## src/hw/rtl/ahmb_pkg.sv

```systemverilog
// Shared constants, request codes and controller/datapath interface types.
package ahmb_pkg;

    localparam int BINS_PER_AXIS = 16;
    localparam int MAX_POINTS    = 64;
    localparam int ANGLE_PI      = 25736;
    localparam int ANGLE_TWO_PI  = 51472;

    localparam int BIN_TOTAL = BINS_PER_AXIS * BINS_PER_AXIS;
    localparam int AXIS_W    = $clog2(BINS_PER_AXIS);
    localparam int BIN_W     = $clog2(BIN_TOTAL);
    localparam int PT_W      = (MAX_POINTS > 1) ? $clog2(MAX_POINTS) : 1;
    localparam int CNT_W     = 7;
    localparam int COUNT_MAX = 127;

    typedef enum logic [1:0] {
        REQ_CLEAR  = 2'd0,
        REQ_ADD    = 2'd1,
        REQ_QUERY  = 2'd2,
        REQ_REMOVE = 2'd3
    } t_req;

    typedef struct packed {
        logic accept;      // transaction taken this cycle
        logic cnt_rd_old;  // read count of the point's previous bin
        logic dec_old;     // write back decremented count, unbind point
        logic cnt_rd_new;  // read count of the new bin
        logic inc_new;     // write back incremented count, bind point
        logic scan_rd;     // read next bin count during mode search
        logic pts_rd;      // read next point binding during id walk
        logic emit_empty;  // emit the empty-histogram answer
    } t_cmd;

    typedef struct packed {
        logic id_ok;       // point id on the input is within range
        logic ins_new;     // latched add carries a valid point
        logic scan_last;   // final bin address is being read
        logic best_zero;   // mode search found no point
        logic emit_last;   // final id of the run is latched this cycle
    } t_status;

endpackage

```

## src/hw/rtl/ahmb_quant.sv

```systemverilog
// Angle pair to bin index quantizer (threshold compare per grid line).
module ahmb_quant (
    input  logic [14:0]                  i_angle_x,
    input  logic signed [15:0]           i_angle_y,
    output logic [ahmb_pkg::BIN_W-1:0]   o_bin
);

    localparam int NX_W = 15 + ahmb_pkg::AXIS_W;
    localparam int NY_W = 16 + ahmb_pkg::AXIS_W;

    logic [NX_W-1:0]             num_x;
    logic [NY_W-1:0]             num_y;
    logic [16:0]                 shifted;
    logic                        y_pos;
    logic [ahmb_pkg::AXIS_W-1:0] xq;
    logic [ahmb_pkg::AXIS_W-1:0] yq;

    assign num_x   = NX_W'(i_angle_x) * NX_W'(ahmb_pkg::BINS_PER_AXIS - 1);
    assign shifted = {i_angle_y[15], i_angle_y} + 17'(ahmb_pkg::ANGLE_PI);
    assign y_pos   = !shifted[16] && (shifted != 17'd0);
    assign num_y   = NY_W'(shifted[15:0]) * NY_W'(ahmb_pkg::BINS_PER_AXIS - 1);

    // floor(num/den) saturated to N-1: highest grid line not above num; yq = 0 if xq = 0 or y + PI <= 0
    always_comb begin
        xq = '0;
        yq = '0;
        for (int k = 1; k < ahmb_pkg::BINS_PER_AXIS; k++) begin
            if (num_x >= NX_W'(k * ahmb_pkg::ANGLE_PI)) begin
                xq = ahmb_pkg::AXIS_W'(k);
            end
            if (num_y >= NY_W'(k * ahmb_pkg::ANGLE_TWO_PI)) begin
                yq = ahmb_pkg::AXIS_W'(k);
            end
        end
        if (xq == '0 || !y_pos) begin
            yq = '0;
        end
    end

    assign o_bin = ahmb_pkg::BIN_W'(yq) * ahmb_pkg::BIN_W'(ahmb_pkg::BINS_PER_AXIS)
                 + ahmb_pkg::BIN_W'(xq);

endmodule

```

## src/hw/rtl/ahmb_ctrl.sv

```systemverilog
// Sequencer for update, mode search and id walk.
module ahmb_ctrl (
    input  logic                i_clk,
    input  logic                i_rst_n,
    input  logic                i_start,
    input  logic [1:0]          i_req_type,
    input  ahmb_pkg::t_status   i_status,
    output ahmb_pkg::t_cmd      o_cmd,
    output logic                o_busy
);

    typedef enum logic [3:0] {
        S_IDLE,
        S_U_OLD,
        S_U_DEC,
        S_U_RDNEW,
        S_U_INC,
        S_Q_SCAN,
        S_Q_DRAIN,
        S_Q_DECIDE,
        S_Q_PTS
    } t_state;

    t_state r_state;
    t_state n_state;

    always_comb begin
        o_cmd   = '0;
        n_state = r_state;
        unique case (r_state)
            S_IDLE: begin
                o_cmd.accept = i_start;
                if (i_start) begin
                    unique case (ahmb_pkg::t_req'(i_req_type))
                        ahmb_pkg::REQ_CLEAR:  n_state = S_IDLE;
                        ahmb_pkg::REQ_ADD,
                        ahmb_pkg::REQ_REMOVE: n_state = i_status.id_ok ? S_U_OLD : S_IDLE;
                        ahmb_pkg::REQ_QUERY:  n_state = S_Q_SCAN;
                        default:              n_state = S_IDLE;
                    endcase
                end
            end
            S_U_OLD: begin
                o_cmd.cnt_rd_old = 1'b1;
                n_state = S_U_DEC;
            end
            S_U_DEC: begin
                o_cmd.dec_old = 1'b1;
                n_state = i_status.ins_new ? S_U_RDNEW : S_IDLE;
            end
            S_U_RDNEW: begin
                o_cmd.cnt_rd_new = 1'b1;
                n_state = S_U_INC;
            end
            S_U_INC: begin
                o_cmd.inc_new = 1'b1;
                n_state = S_IDLE;
            end
            S_Q_SCAN: begin
                o_cmd.scan_rd = 1'b1;
                if (i_status.scan_last) begin
                    n_state = S_Q_DRAIN;
                end
            end
            S_Q_DRAIN: begin
                n_state = S_Q_DECIDE;
            end
            S_Q_DECIDE: begin
                o_cmd.emit_empty = i_status.best_zero;
                n_state = i_status.best_zero ? S_IDLE : S_Q_PTS;
            end
            S_Q_PTS: begin
                o_cmd.pts_rd = 1'b1;
                if (i_status.emit_last) begin
                    n_state = S_IDLE;
                end
            end
            default: n_state = S_IDLE;
        endcase
    end

    always_ff @(posedge i_clk) begin
        if (!i_rst_n) begin
            r_state <= S_IDLE;
        end else begin
            r_state <= n_state;
        end
    end

    assign o_busy = (r_state != S_IDLE);

endmodule

```

## src/hw/rtl/ahmb_dp.sv

```systemverilog
// Datapath: bin count memory, point binding memory, mode search, result registers.
module ahmb_dp (
    input  logic                i_clk,
    input  logic                i_rst_n,
    input  ahmb_pkg::t_cmd      i_cmd,
    output ahmb_pkg::t_status   o_status,
    input  logic [1:0]          i_req_type,
    input  logic [5:0]          i_point_id,
    input  logic [14:0]         i_angle_x,
    input  logic signed [15:0]  i_angle_y,
    input  logic                i_point_valid,
    output logic                o_strobe,
    output logic [5:0]          o_found_point_id,
    output logic [7:0]          o_mode_bin,
    output logic [6:0]          o_mode_count,
    output logic                o_found,
    output logic                o_last
);

    localparam int BW = ahmb_pkg::BIN_W;
    localparam int PW = ahmb_pkg::PT_W;
    localparam int CW = ahmb_pkg::CNT_W;

    // storage
    logic [CW-1:0] r_cnt_mem [ahmb_pkg::BIN_TOTAL];
    logic [BW-1:0] r_pb_mem  [ahmb_pkg::MAX_POINTS];
    logic [ahmb_pkg::BIN_TOTAL-1:0]  r_cnt_vld;
    logic [ahmb_pkg::MAX_POINTS-1:0] r_bound;

    // latched transaction
    ahmb_pkg::t_req     r_req;
    logic [PW-1:0]      r_id;
    logic [14:0]        r_ax;
    logic signed [15:0] r_ay;
    logic               r_valid;

    logic [BW-1:0] r_new_bin;
    logic [BW-1:0] r_old_bin;
    logic          r_old_bound;
    logic [BW-1:0] q_bin;

    // memory read side
    logic [CW-1:0] r_cnt_rdata;
    logic          r_cnt_rvld;
    logic [BW-1:0] r_pb_rdata;
    logic          r_pb_rbound;
    logic [BW-1:0] cnt_raddr;
    logic          cnt_ren;
    logic [PW-1:0] pb_raddr;
    logic          pb_ren;
    logic [CW-1:0] cnt_eff;
    logic          cnt_we;
    logic [BW-1:0] cnt_waddr;
    logic [CW-1:0] cnt_wdata;

    // search and walk
    logic [BW-1:0] r_idx;
    logic [BW-1:0] r_idx_d;
    logic          r_scan_pend;
    logic [BW-1:0] r_best;
    logic [CW-1:0] r_bestc;
    logic [PW-1:0] r_pidx;
    logic [PW-1:0] r_pidx_d;
    logic          r_pts_pend;
    logic [CW-1:0] r_emit_cnt;
    logic          emit_hit;
    logic          emit_is_last;

    // result registers
    logic          r_strobe;
    logic [5:0]    r_found_id;
    logic [7:0]    r_mode_bin;
    logic [6:0]    r_mode_count;
    logic          r_found;
    logic          r_last;

    ahmb_quant u_quant (
        .i_angle_x (r_ax),
        .i_angle_y (r_ay),
        .o_bin     (q_bin)
    );

    assign cnt_eff = r_cnt_rvld ? r_cnt_rdata : '0;

    always_comb begin
        priority if (i_cmd.cnt_rd_old) begin
            cnt_raddr = r_pb_rdata;
        end else if (i_cmd.cnt_rd_new) begin
            cnt_raddr = r_new_bin;
        end else begin
            cnt_raddr = r_idx;
        end
    end
    assign cnt_ren = i_cmd.cnt_rd_old | i_cmd.cnt_rd_new | i_cmd.scan_rd;

    assign pb_raddr = i_cmd.accept ? PW'(i_point_id) : r_pidx;
    assign pb_ren   = i_cmd.accept | i_cmd.pts_rd;

    always_comb begin
        cnt_we    = 1'b0;
        cnt_waddr = r_old_bin;
        cnt_wdata = (cnt_eff != '0) ? cnt_eff - CW'(1) : '0;
        if (i_cmd.dec_old && r_old_bound) begin
            cnt_we = 1'b1;
        end else if (i_cmd.inc_new) begin
            cnt_we    = 1'b1;
            cnt_waddr = r_new_bin;
            cnt_wdata = (cnt_eff < CW'(ahmb_pkg::COUNT_MAX)) ? cnt_eff + CW'(1) : cnt_eff;
        end
    end

    // count memory: one write, one registered read
    always_ff @(posedge i_clk) begin
        if (cnt_we) begin
            r_cnt_mem[cnt_waddr] <= cnt_wdata;
        end
        if (cnt_ren) begin
            r_cnt_rdata <= r_cnt_mem[cnt_raddr];
        end
    end

    // binding memory: one write, one registered read
    always_ff @(posedge i_clk) begin
        if (i_cmd.inc_new) begin
            r_pb_mem[r_id] <= r_new_bin;
        end
        if (pb_ren) begin
            r_pb_rdata <= r_pb_mem[pb_raddr];
        end
    end

    assign emit_hit = r_pts_pend && r_pb_rbound && (r_pb_rdata == r_best)
                   && (r_emit_cnt != r_bestc);
    // each bound point is counted once, so the mode count is the run length
    assign emit_is_last = ((r_emit_cnt + CW'(1)) == r_bestc);

    // control state
    always_ff @(posedge i_clk) begin
        if (!i_rst_n) begin
            r_cnt_vld   <= '0;
            r_bound     <= '0;
            r_scan_pend <= 1'b0;
            r_pts_pend  <= 1'b0;
            r_strobe    <= 1'b0;
            r_cnt_rvld  <= 1'b0;
            r_pb_rbound <= 1'b0;
        end else begin
            r_scan_pend <= i_cmd.scan_rd;
            r_pts_pend  <= i_cmd.pts_rd;
            r_strobe    <= i_cmd.emit_empty | emit_hit;
            if (cnt_ren) begin
                r_cnt_rvld <= r_cnt_vld[cnt_raddr];
            end
            if (i_cmd.pts_rd) begin
                r_pb_rbound <= r_bound[r_pidx];
            end
            if (i_cmd.accept && ahmb_pkg::t_req'(i_req_type) == ahmb_pkg::REQ_CLEAR) begin
                r_cnt_vld <= '0;
                r_bound   <= '0;
            end else begin
                if (cnt_we) begin
                    r_cnt_vld[cnt_waddr] <= 1'b1;
                end
                if (i_cmd.dec_old) begin
                    r_bound[r_id] <= 1'b0;
                end else if (i_cmd.inc_new) begin
                    r_bound[r_id] <= 1'b1;
                end
            end
        end
    end

    // datapath registers
    always_ff @(posedge i_clk) begin
        if (i_cmd.accept) begin
            r_req      <= ahmb_pkg::t_req'(i_req_type);
            r_id       <= PW'(i_point_id);
            r_ax       <= i_angle_x;
            r_ay       <= i_angle_y;
            r_valid    <= i_point_valid;
            r_idx      <= '0;
            r_best     <= '0;
            r_bestc    <= '0;
            r_pidx     <= '0;
            r_emit_cnt <= '0;
        end
        if (i_cmd.cnt_rd_old) begin
            r_new_bin   <= q_bin;
            r_old_bin   <= r_pb_rdata;
            r_old_bound <= r_bound[r_id];
        end
        if (i_cmd.scan_rd) begin
            r_idx   <= r_idx + BW'(1);
            r_idx_d <= r_idx;
        end
        if (r_scan_pend && cnt_eff > r_bestc) begin
            r_best  <= r_idx_d;
            r_bestc <= cnt_eff;
        end
        if (i_cmd.pts_rd) begin
            r_pidx_d <= r_pidx;
            if (r_pidx != PW'(ahmb_pkg::MAX_POINTS - 1)) begin
                r_pidx <= r_pidx + PW'(1);
            end
        end
        if (emit_hit) begin
            r_emit_cnt   <= r_emit_cnt + CW'(1);
            r_found_id   <= 6'(r_pidx_d);
            r_mode_bin   <= 8'(r_best);
            r_mode_count <= r_bestc;
            r_found      <= 1'b1;
            r_last       <= emit_is_last;
        end else if (i_cmd.emit_empty) begin
            r_found_id   <= '0;
            r_mode_bin   <= '0;
            r_mode_count <= '0;
            r_found      <= 1'b0;
            r_last       <= 1'b1;
        end
    end

    assign o_status.id_ok     = ({1'b0, i_point_id} < 7'(ahmb_pkg::MAX_POINTS));
    assign o_status.ins_new   = (r_req == ahmb_pkg::REQ_ADD) && r_valid;
    assign o_status.scan_last = (r_idx == BW'(ahmb_pkg::BIN_TOTAL - 1));
    assign o_status.best_zero = (r_bestc == '0);
    assign o_status.emit_last = emit_hit && emit_is_last;

    assign o_strobe         = r_strobe;
    assign o_found_point_id = r_found_id;
    assign o_mode_bin       = r_mode_bin;
    assign o_mode_count     = r_mode_count;
    assign o_found          = r_found;
    assign o_last           = r_last;

endmodule

```

## src/hw/rtl/angle_histogram_mode_bin.sv

```systemverilog
// Top level: 2-D angle bin histogram with most-frequent-bin query.
// A transaction is taken when start is high and busy is low. Clear leaves busy
// low. Remove, and add with the valid flag low, read the point's binding and
// its old bin's counter, then write back the decremented counter if the point
// was bound; an add of a valid point also reads and writes back the counter of
// its new bin. Each counter update is a read-modify-write through the read and
// write ports of the bin count memory. A query reads every bin counter through
// that same read port, then, unless the histogram is empty, walks the point
// binding memory up to the run's last result. Results appear one per cycle or
// with gaps on o_strobe, each for a single cycle, and cannot be held off by the
// receiver; o_last marks the end of a query's run. An empty histogram answers
// with one result with o_found low. Reset clears both stores at once.
module angle_histogram_mode_bin (
    input  logic                i_clk,
    input  logic                i_rst_n,
    input  logic                start,
    output logic                busy,
    input  logic [1:0]          i_req_type,
    input  logic [5:0]          i_point_id,
    input  logic [14:0]         i_angle_x,
    input  logic signed [15:0]  i_angle_y,
    input  logic                i_point_valid,
    output logic                o_strobe,
    output logic [5:0]          o_found_point_id,
    output logic [7:0]          o_mode_bin,
    output logic [6:0]          o_mode_count,
    output logic                o_found,
    output logic                o_last
);

    ahmb_pkg::t_cmd    cmd;
    ahmb_pkg::t_status status;

    ahmb_ctrl u_ctrl (
        .i_clk      (i_clk),
        .i_rst_n    (i_rst_n),
        .i_start    (start),
        .i_req_type (i_req_type),
        .i_status   (status),
        .o_cmd      (cmd),
        .o_busy     (busy)
    );

    ahmb_dp u_dp (
        .i_clk            (i_clk),
        .i_rst_n          (i_rst_n),
        .i_cmd            (cmd),
        .o_status         (status),
        .i_req_type       (i_req_type),
        .i_point_id       (i_point_id),
        .i_angle_x        (i_angle_x),
        .i_angle_y        (i_angle_y),
        .i_point_valid    (i_point_valid),
        .o_strobe         (o_strobe),
        .o_found_point_id (o_found_point_id),
        .o_mode_bin       (o_mode_bin),
        .o_mode_count     (o_mode_count),
        .o_found          (o_found),
        .o_last           (o_last)
    );

endmodule
```

## config.mk

```make
export PLATFORM = sky130hd
export DESIGN_NAME = angle_histogram_mode_bin
export DESIGN_NICKNAME = d
export VERILOG_FILES = /design/src/hw/rtl/ahmb_pkg.sv /design/src/hw/rtl/ahmb_quant.sv /design/src/hw/rtl/ahmb_ctrl.sv /design/src/hw/rtl/ahmb_dp.sv /design/src/hw/rtl/angle_histogram_mode_bin.sv
export SDC_FILE = /design/constraint.sdc
export NUM_CORES = 2
export LEC_CHECK = 0
export ABC_CLOCK_PERIOD_IN_PS = 17400
export BUFFER_PORTS_ARGS = -buffer_cell sky130_fd_sc_hd__buf_2
export CORE_ASPECT_RATIO = 0.9
export CORE_MARGIN = 5
export CORE_UTILIZATION = 40
export DETAILED_ROUTE_END_ITERATION = 10
export GPL_ROUTABILITY_DRIVEN = 0
export PLACE_DENSITY_LB_ADDON = 0.1
export RECOVER_POWER = 25
export SETUP_SLACK_MARGIN = 0.3
export SYNTH_ARGS = -nofsm -noshare
export SYNTH_HDL_FRONTEND = slang
export SYNTH_SLANG_ARGS = --single-unit
```

## constraint.sdc

```tcl
create_clock -name i_clk -period 17.4 [get_ports i_clk]
set_clock_uncertainty 0.1 [all_clocks]
set_input_delay 0.87 -clock i_clk [delete_from_list [all_inputs] [get_ports i_clk]]
set_output_delay 0.87 -clock i_clk [all_outputs]
set_load 0.005 [all_outputs]
```

## After elaboration in Yosys (flattened, before gate mapping)

Memories as Yosys holds them, arrays and structs flattened. A register that Yosys moved wholly into a read port is not among the register bits.
Index checks and enable logic that the tools add are counted.

| storage, ports and cells | value |
|---|---|
| register bits after elaboration | 459 |
| latch bits | 0 |
| memory bits (writable) | 2304 |
| memory bits (read-only) | 0 |
| bits of input ports | 43 |
| output and inout port bits | 25 |
| word-level logic and storage cells | 225 |
| memories kept | 2 |

| operators by class | value |
|---|---|
| add/sub/neg operators | 7 |
| $mul | 2 |
| div/mod/pow operators | 0 |
| $lt $le $gt $ge | 38 |
| equality and inequality tests | 20 |
| shift operators | 0 |
| muxes and demuxes | 90 |
| bitwise gates (word level) | 9 |
| reduce and logical (&&, ||, !) cells | 29 |

Memories:

| name | words | width | rd ports | clocked after memory_dff | write ports | line | source |
|---|---|---|---|---|---|---|---|
| u_dp.r_cnt_mem | 256 | 7 | 1 | 1 | 1 | ahmb_dp.sv:25 | `logic [CW-1:0] r_cnt_mem [ahmb_pkg::BIN_TOTAL];` |
| u_dp.r_pb_mem | 64 | 8 | 1 | 1 | 1 | ahmb_dp.sv:26 | `logic [BW-1:0] r_pb_mem [ahmb_pkg::MAX_POINTS];` |

Operator list:

| cell | number |
|---|---|
| 256-bit OR | 1 |
| 4-bit 2-to-1 mux | 33 |
| 64-bit 2-to-1 mux | 2 |
| 20-bit by 19-bit >= comparator with 1-bit output, second input constant | 5 |
| 20-bit >= comparator, second input constant | 5 |
| 19-bit by 18-bit >= comparator with 1-bit output, second input constant | 5 |
| 19-bit >= comparator, second input constant | 5 |
| 8-bit 2-to-1 mux | 9 |
| 7-bit 2-to-1 mux | 10 |
| 64-bit bitwise AND | 1 |
| 64-bit NOT | 1 |
| 64-bit OR | 1 |
| 20-bit by 18-bit >= comparator with 1-bit output, second input constant | 3 |
| 19-bit by 17-bit >= comparator with 1-bit output, second input constant | 3 |
| 6-bit 2-to-1 mux | 6 |
| 4-bit one-hot mux with 8 select lines | 1 |
| 1-bit 2-to-1 mux | 22 |
| 20-bit by 16-bit >= comparator with 1-bit output, second input constant | 1 |
| 20-bit by 17-bit >= comparator with 1-bit output, second input constant | 1 |
| 16-bit by 4-bit multiplier with 20-bit output, second input constant | 1 |
| 19-bit by 15-bit >= comparator with 1-bit output, second input constant | 1 |
| 19-bit by 16-bit >= comparator with 1-bit output, second input constant | 1 |
| 15-bit by 4-bit multiplier with 19-bit output, second input constant | 1 |
| 8-bit by 9-bit < comparator with 1-bit output, second input constant | 2 |
| other kinds (43) | 74 |

## Depth between registers and ports, before layout

| logic depth | value |
|---|---|
| depth in word-level cells | 21 |
| depth in mapped cells | 24 |
| mapped depth without buffers | 23 |

## Modules after synthesis

Synthesis repeated with hierarchy kept, for this count alone.

| unflattened totals | value |
|---|---|
| cells, all modules | 7911 |
| area total of the unflattened synthesis | 114880.2 µm² |

Modules (own cells, without submodules):

| module | times used | cells an instance | area each (µm²) | seq. area each (µm²) |
|---|---|---|---|---|
| ahmb_dp | 1 | 7169 | 109218.5 | 79976.7 |
| ahmb_quant | 1 | 699 | 5328.9 | 0.0 |
| ahmb_ctrl | 1 | 43 | 332.8 | 80.1 |

## Least setup slack after synthesis

No wires, ideal clock.

| path | value |
|---|---|
| path type | reg2reg |
| start point | register u_ctrl.r_state[2] |
| end point | memory u_dp.r_cnt_mem[0][5] (netlist name), data pin |
| setup time | 2.247 ns |
| data arrival time | 12.319 ns |
| required time | 15.053 ns |
| path slack | 2.733 ns |
| cell stages (with the launch flop) | 8 |
| buffers on the path | 2 |
| period minus slack after synthesis | 14.667 ns |
| path through | dfxtp_1 > clkbuf_1 > nor2b_1 > nand2_1 > clkbuf_1 > or4_1 > and3_1 > a211oi_1 |

| between the ends | value |
|---|---|
| cells in the longest elaborated chain, start to end | 4 |
| elaborated cells on any way between the ends | 7 |
| classes of those cells | 2 x eq/ne; 4 x mux; 1 x reduce/logical |

Ends and longest elaborated chain:

| item | line | source |
|---|---|---|
| start, declared | ahmb_ctrl.sv:24 | `t_state r_state;` |
| start signal, assigned | ahmb_ctrl.sv:86 | `r_state <= n_state;` |
| 4-bit by 3-bit == test with 1-bit output or 4-bit by 2-bit == test with 1-bit output (tied branches) | ahmb_ctrl.sv:30 | `unique case (r_state)` |
| 1-bit 2-to-1 mux | ahmb_ctrl.sv:30 |  |
| 7-bit 2-to-1 mux or 1-bit logical AND (tied branches) | ahmb_dp.sv:105, ahmb_dp.sv:103 |  |
| 7-bit 2-to-1 mux (*) | ahmb_dp.sv:103 | `if (i_cmd.dec_old && r_old_bound) begin` |
| named net u_dp.cnt_wdata[5] | ahmb_dp.sv:54 | `logic [CW-1:0] cnt_wdata;` |
| end, declared | ahmb_dp.sv:25 |  |

The timed path passes the listed nets; every way through them passes the cells marked *.

## Worst setup path after layout

| path | value |
|---|---|
| start point | register u_ctrl.r_state[1] |
| end point | memory u_dp.r_cnt_mem[99][5] (netlist name), data pin |

The elaborated chain is that of the path after synthesis.

==> impl_results.md <==
* H-Tree Depth at 5
* Main flop type after synthesis: edfxtp_1
* IO buf count at 67
* NumNets Final at 7460
* Setup_tns at 0 ps
* DR vias at 65700
* I/O Pins at 68
* Main combinational cell family by area after synthesis: multiplexers
* DR pass1 iterations at 8
* Final worst path period share at 48.1%
* Post-synthesis mux area share at 13.1%
* Crit path launch: u_ctrl.r_state[1]
* Adder-Cell Fraction of Synth Area at 1.58%
* CORE AREA at 286000 µm²
* Net Count, Synth at 7358
* Crit path launch type: flop
* Max FO, Critical Path at 92
* Hold buffers post-CTS at 0
* Violations in the final reports: max-capacitance violations, max-slew violations
* Met2 WL at 153000 µm
* Number of placed cells counting well taps at 10800
* Final ANT Viol Nets at 0
* Clk Latency, worst-skew pair at 860 ps
* CTS Buf Count at 300
* Final Util at 45.1%
* Wire per inst at 29.9 µm
* CP peak stage delay at 2700 ps
* Synth Warn # at 0
* Max-cap violations at 15
* Hold Crit Depth at 1
* Final setup fails at 0
* Wire length on met3 at 22800 µm
* Post-synthesis cell type count at 85
* CTS Buffer Depth at 4
* Met1 wire length at 153000 µm
* Synthesized cell area at 115000 µm²
* Sequential-to-total area share from yosys stat at 69.8%
* Slowest-stage cell, CP: clkbuf_1
* Status: finished, violations left
* GRT Total Usage at 22.2%
* Clk sink count at 2778
* Number of synthesized flops with an enable pin at 2442
* Fraction of registers with async set or reset after synthesis at 0%
* Hold Vio Cnt, Final at 0
* Tmin final at 8360 ps
* Overall routed net length at 338000 µm
* Slew @ Worst Pin at 3900 ps
* Worst Hold Launch: i_angle_x[4]
* Std cell rows at 186
* Crit path required time at 17790 ps
* Post-CTS Setup Inserts at 0
* Vias per cell at 5.81
* Max Clk Rate at 120 MHz
* Dpl hpwl at 206000 µm
* CTS tree: yes
* Crit Path Class: reg2reg
* Register bit total from synthesis at 2778
* Flop2flop setup slack at 9040 ps
* Post-synthesis simple-gate area fraction at 8.08%
* R2r startpoint: u_ctrl.r_state[1]
* Post-Synthesis Cells at 7200
* Vias in the first global route at 65700
* Top cell type's share of synthesized area at 63.9%
* Area delta synth->final at 12.2%
* Antenna violations before repair at 14
* Clock root buffer: clkbuf_16
* Pin count of the biggest net entering global routing at 209
* RSZ-0062 raised after global routing: no
* Synth Area per Inst at 15.9 µm²
* CP arrival at 8750 ps
* Hold Path Class: in2reg
* Post-synthesis xor/xnor area fraction at 0.655%
* Yosys top cell by area: edfxtp_1
* Die Width at 575 µm
* Max Used Layer: met5
* GR Overflow Total at 0
* Die height at 518 µm
* Full die area at 298000 µm²
* Layout cells sized above 1 at 16.9%
* Crit end category: flop
* Compound-Gate Fraction of Synth Area at 4.77%
* DRC Markers at 0
* Clock transition at path regs at 70 ps
* FF-to-FF path depth at 9
* Max-slew headroom at -160%
* Synth top area cells: edfxtp_1 64%, mux4_2 12%, dfxtp_1 5.9%, nor2_1 3.1%, nand2_1 2.2%
* Global-route wire length before repair at 487000 µm
* Max-slew violations at 668
* Starting density of the core at 40.2%
* Final hold slack at 119 ps
* Iter 0 DRT Violations at 6672
* Critical Path, Cell by Cell: nor2b_1, nand2_1, clkbuf_1, nand4_1, and3_1, a211oi_4, clkbuf_1, buf_4, buf_4
* Cts repair resizes at 0
* Final cell count without fillers at 11300
## cell usage in the layout, fill, tap and decap left out, types with 25 or more instances in the layout
master / n
nand2_1: 655
clkinv_2: 49
buf_2: 35
o32ai_1: 28
clkbuf_16: 307
edfxtp_1: 2442
clkbuf_1: 149
and3_1: 114
xnor2_1: 50
mux2i_1: 88
inv_1: 118
a21o_1: 25
o221ai_1: 35
a31oi_1: 63
dfxtp_1: 336
a211oi_1: 100
nor2_1: 943
buf_4: 101
clkinv_1: 45
and2_1: 52
a21oi_1: 188
fa_1: 47
mux4_2: 619
nand3_1: 226
ha_1: 68
xor2_1: 34
o21ai_0: 62
nor3_1: 29
a22oi_1: 37
## synth_stat cells, types with 20 or more instances
| library cell | instances |
|---|---|
| nand3_1 | 226 |
| nor3_1 | 29 |
| o32ai_1 | 28 |
| nand4_1 | 20 |
| a311oi_1 | 20 |
| nand2_1 | 667 |
| and2_1 | 70 |
| a21o_1 | 28 |
| a22oi_1 | 37 |
| a21oi_1 | 196 |
| o221ai_1 | 35 |
| nand2b_1 | 20 |
| ha_1 | 68 |
| and3_1 | 114 |
| dfxtp_1 | 336 |
| buf_1 | 37 |
| clkbuf_1 | 236 |
| o21ai_0 | 66 |
| mux4_2 | 619 |
| o31ai_1 | 28 |
| mux2i_1 | 94 |
| xor2_1 | 34 |
| a221oi_1 | 23 |
| inv_1 | 118 |
| a211oi_1 | 101 |
| xnor2_1 | 50 |
| buf_4 | 45 |
| buf_2 | 97 |
| nor2_1 | 943 |
| fa_1 | 47 |
| edfxtp_1 | 2442 |
| a31oi_1 | 65 |
## state kept, by name (all words and copies together) (netlist names), 2 cells and up, named ones only
register               count
u_ctrl.r_state             4
u_dp.o_found_point_id      6
u_dp.o_mode_bin            8
u_dp.o_mode_count          7
u_dp.r_ax                 15
u_dp.r_ay                 16
u_dp.r_best                8
u_dp.r_bestc               7
u_dp.r_cnt_mem          1792
u_dp.r_cnt_rdata           7
u_dp.r_cnt_vld           256
u_dp.r_emit_cnt            7
u_dp.r_id                  6
u_dp.r_idx                 8
u_dp.r_idx_d               8
u_dp.r_new_bin             8
u_dp.r_old_bin             8
u_dp.r_pb_mem            512
u_dp.r_pb_rdata            8
u_dp.r_pidx                6
u_dp.r_pidx_d              6
u_dp.r_req                 2
## worst paths after layout
path                                              end
worst max-delay path            u_dp.r_cnt_mem[99][5]
worst min-delay path                     u_dp.r_ax[4]
worst max register to register  u_dp.r_cnt_mem[99][5]
worst min register to register           u_dp.o_found
## worst max-delay path, delay by kind of cell, from the launching register on
| kind | cells | cell delay (ps) |
|---|---|---|
| buf+inv | 4 | 5650 |
| flops | 1 | 880 |
| simple gates | 4 | 840 |
| compound gates | 1 | 200 |
## final cells by class
cell class	count	area, µm²
fillers	24900	157000
multi-input cells	3880	32700
flip-flops and latches	2778	80100
clock inverters	147	1250
clock buffers	394	8160
inverters	119	448
well taps	3760	4700
diodes	10	25.0
repair buffers	223	1410
## layer usage
metal	up-vias	global-route usage (%)
li1	28100	-
met1	34700	33.4
met2	2384	33.9
met3	459	3.54
met4	2	5.76
met5	-	0
## kinds of logic after synthesis
kind of cell             after synthesis
XOR/XNOR                              85
AO/OA/AOI/OAI                        791
buffers and inverters                542
flip-flops                          2778
multiplexers                         725
adder cells (fa/ha/maj)              117
AND/OR/NAND/NOR                     2162
## metrics by stage
step,setup slack [ps],instance area [µm²]
final,9040,129000
after floorplan,2730,115000
after global placement,10500,120000
after detailed placement,10500,120000
after CTS,10530,129000
after global routing,8580,129000
Power is left out: the tool's default activity adds up to more than one toggle a clock period on the data nets, which glitch-free logic cannot reach.
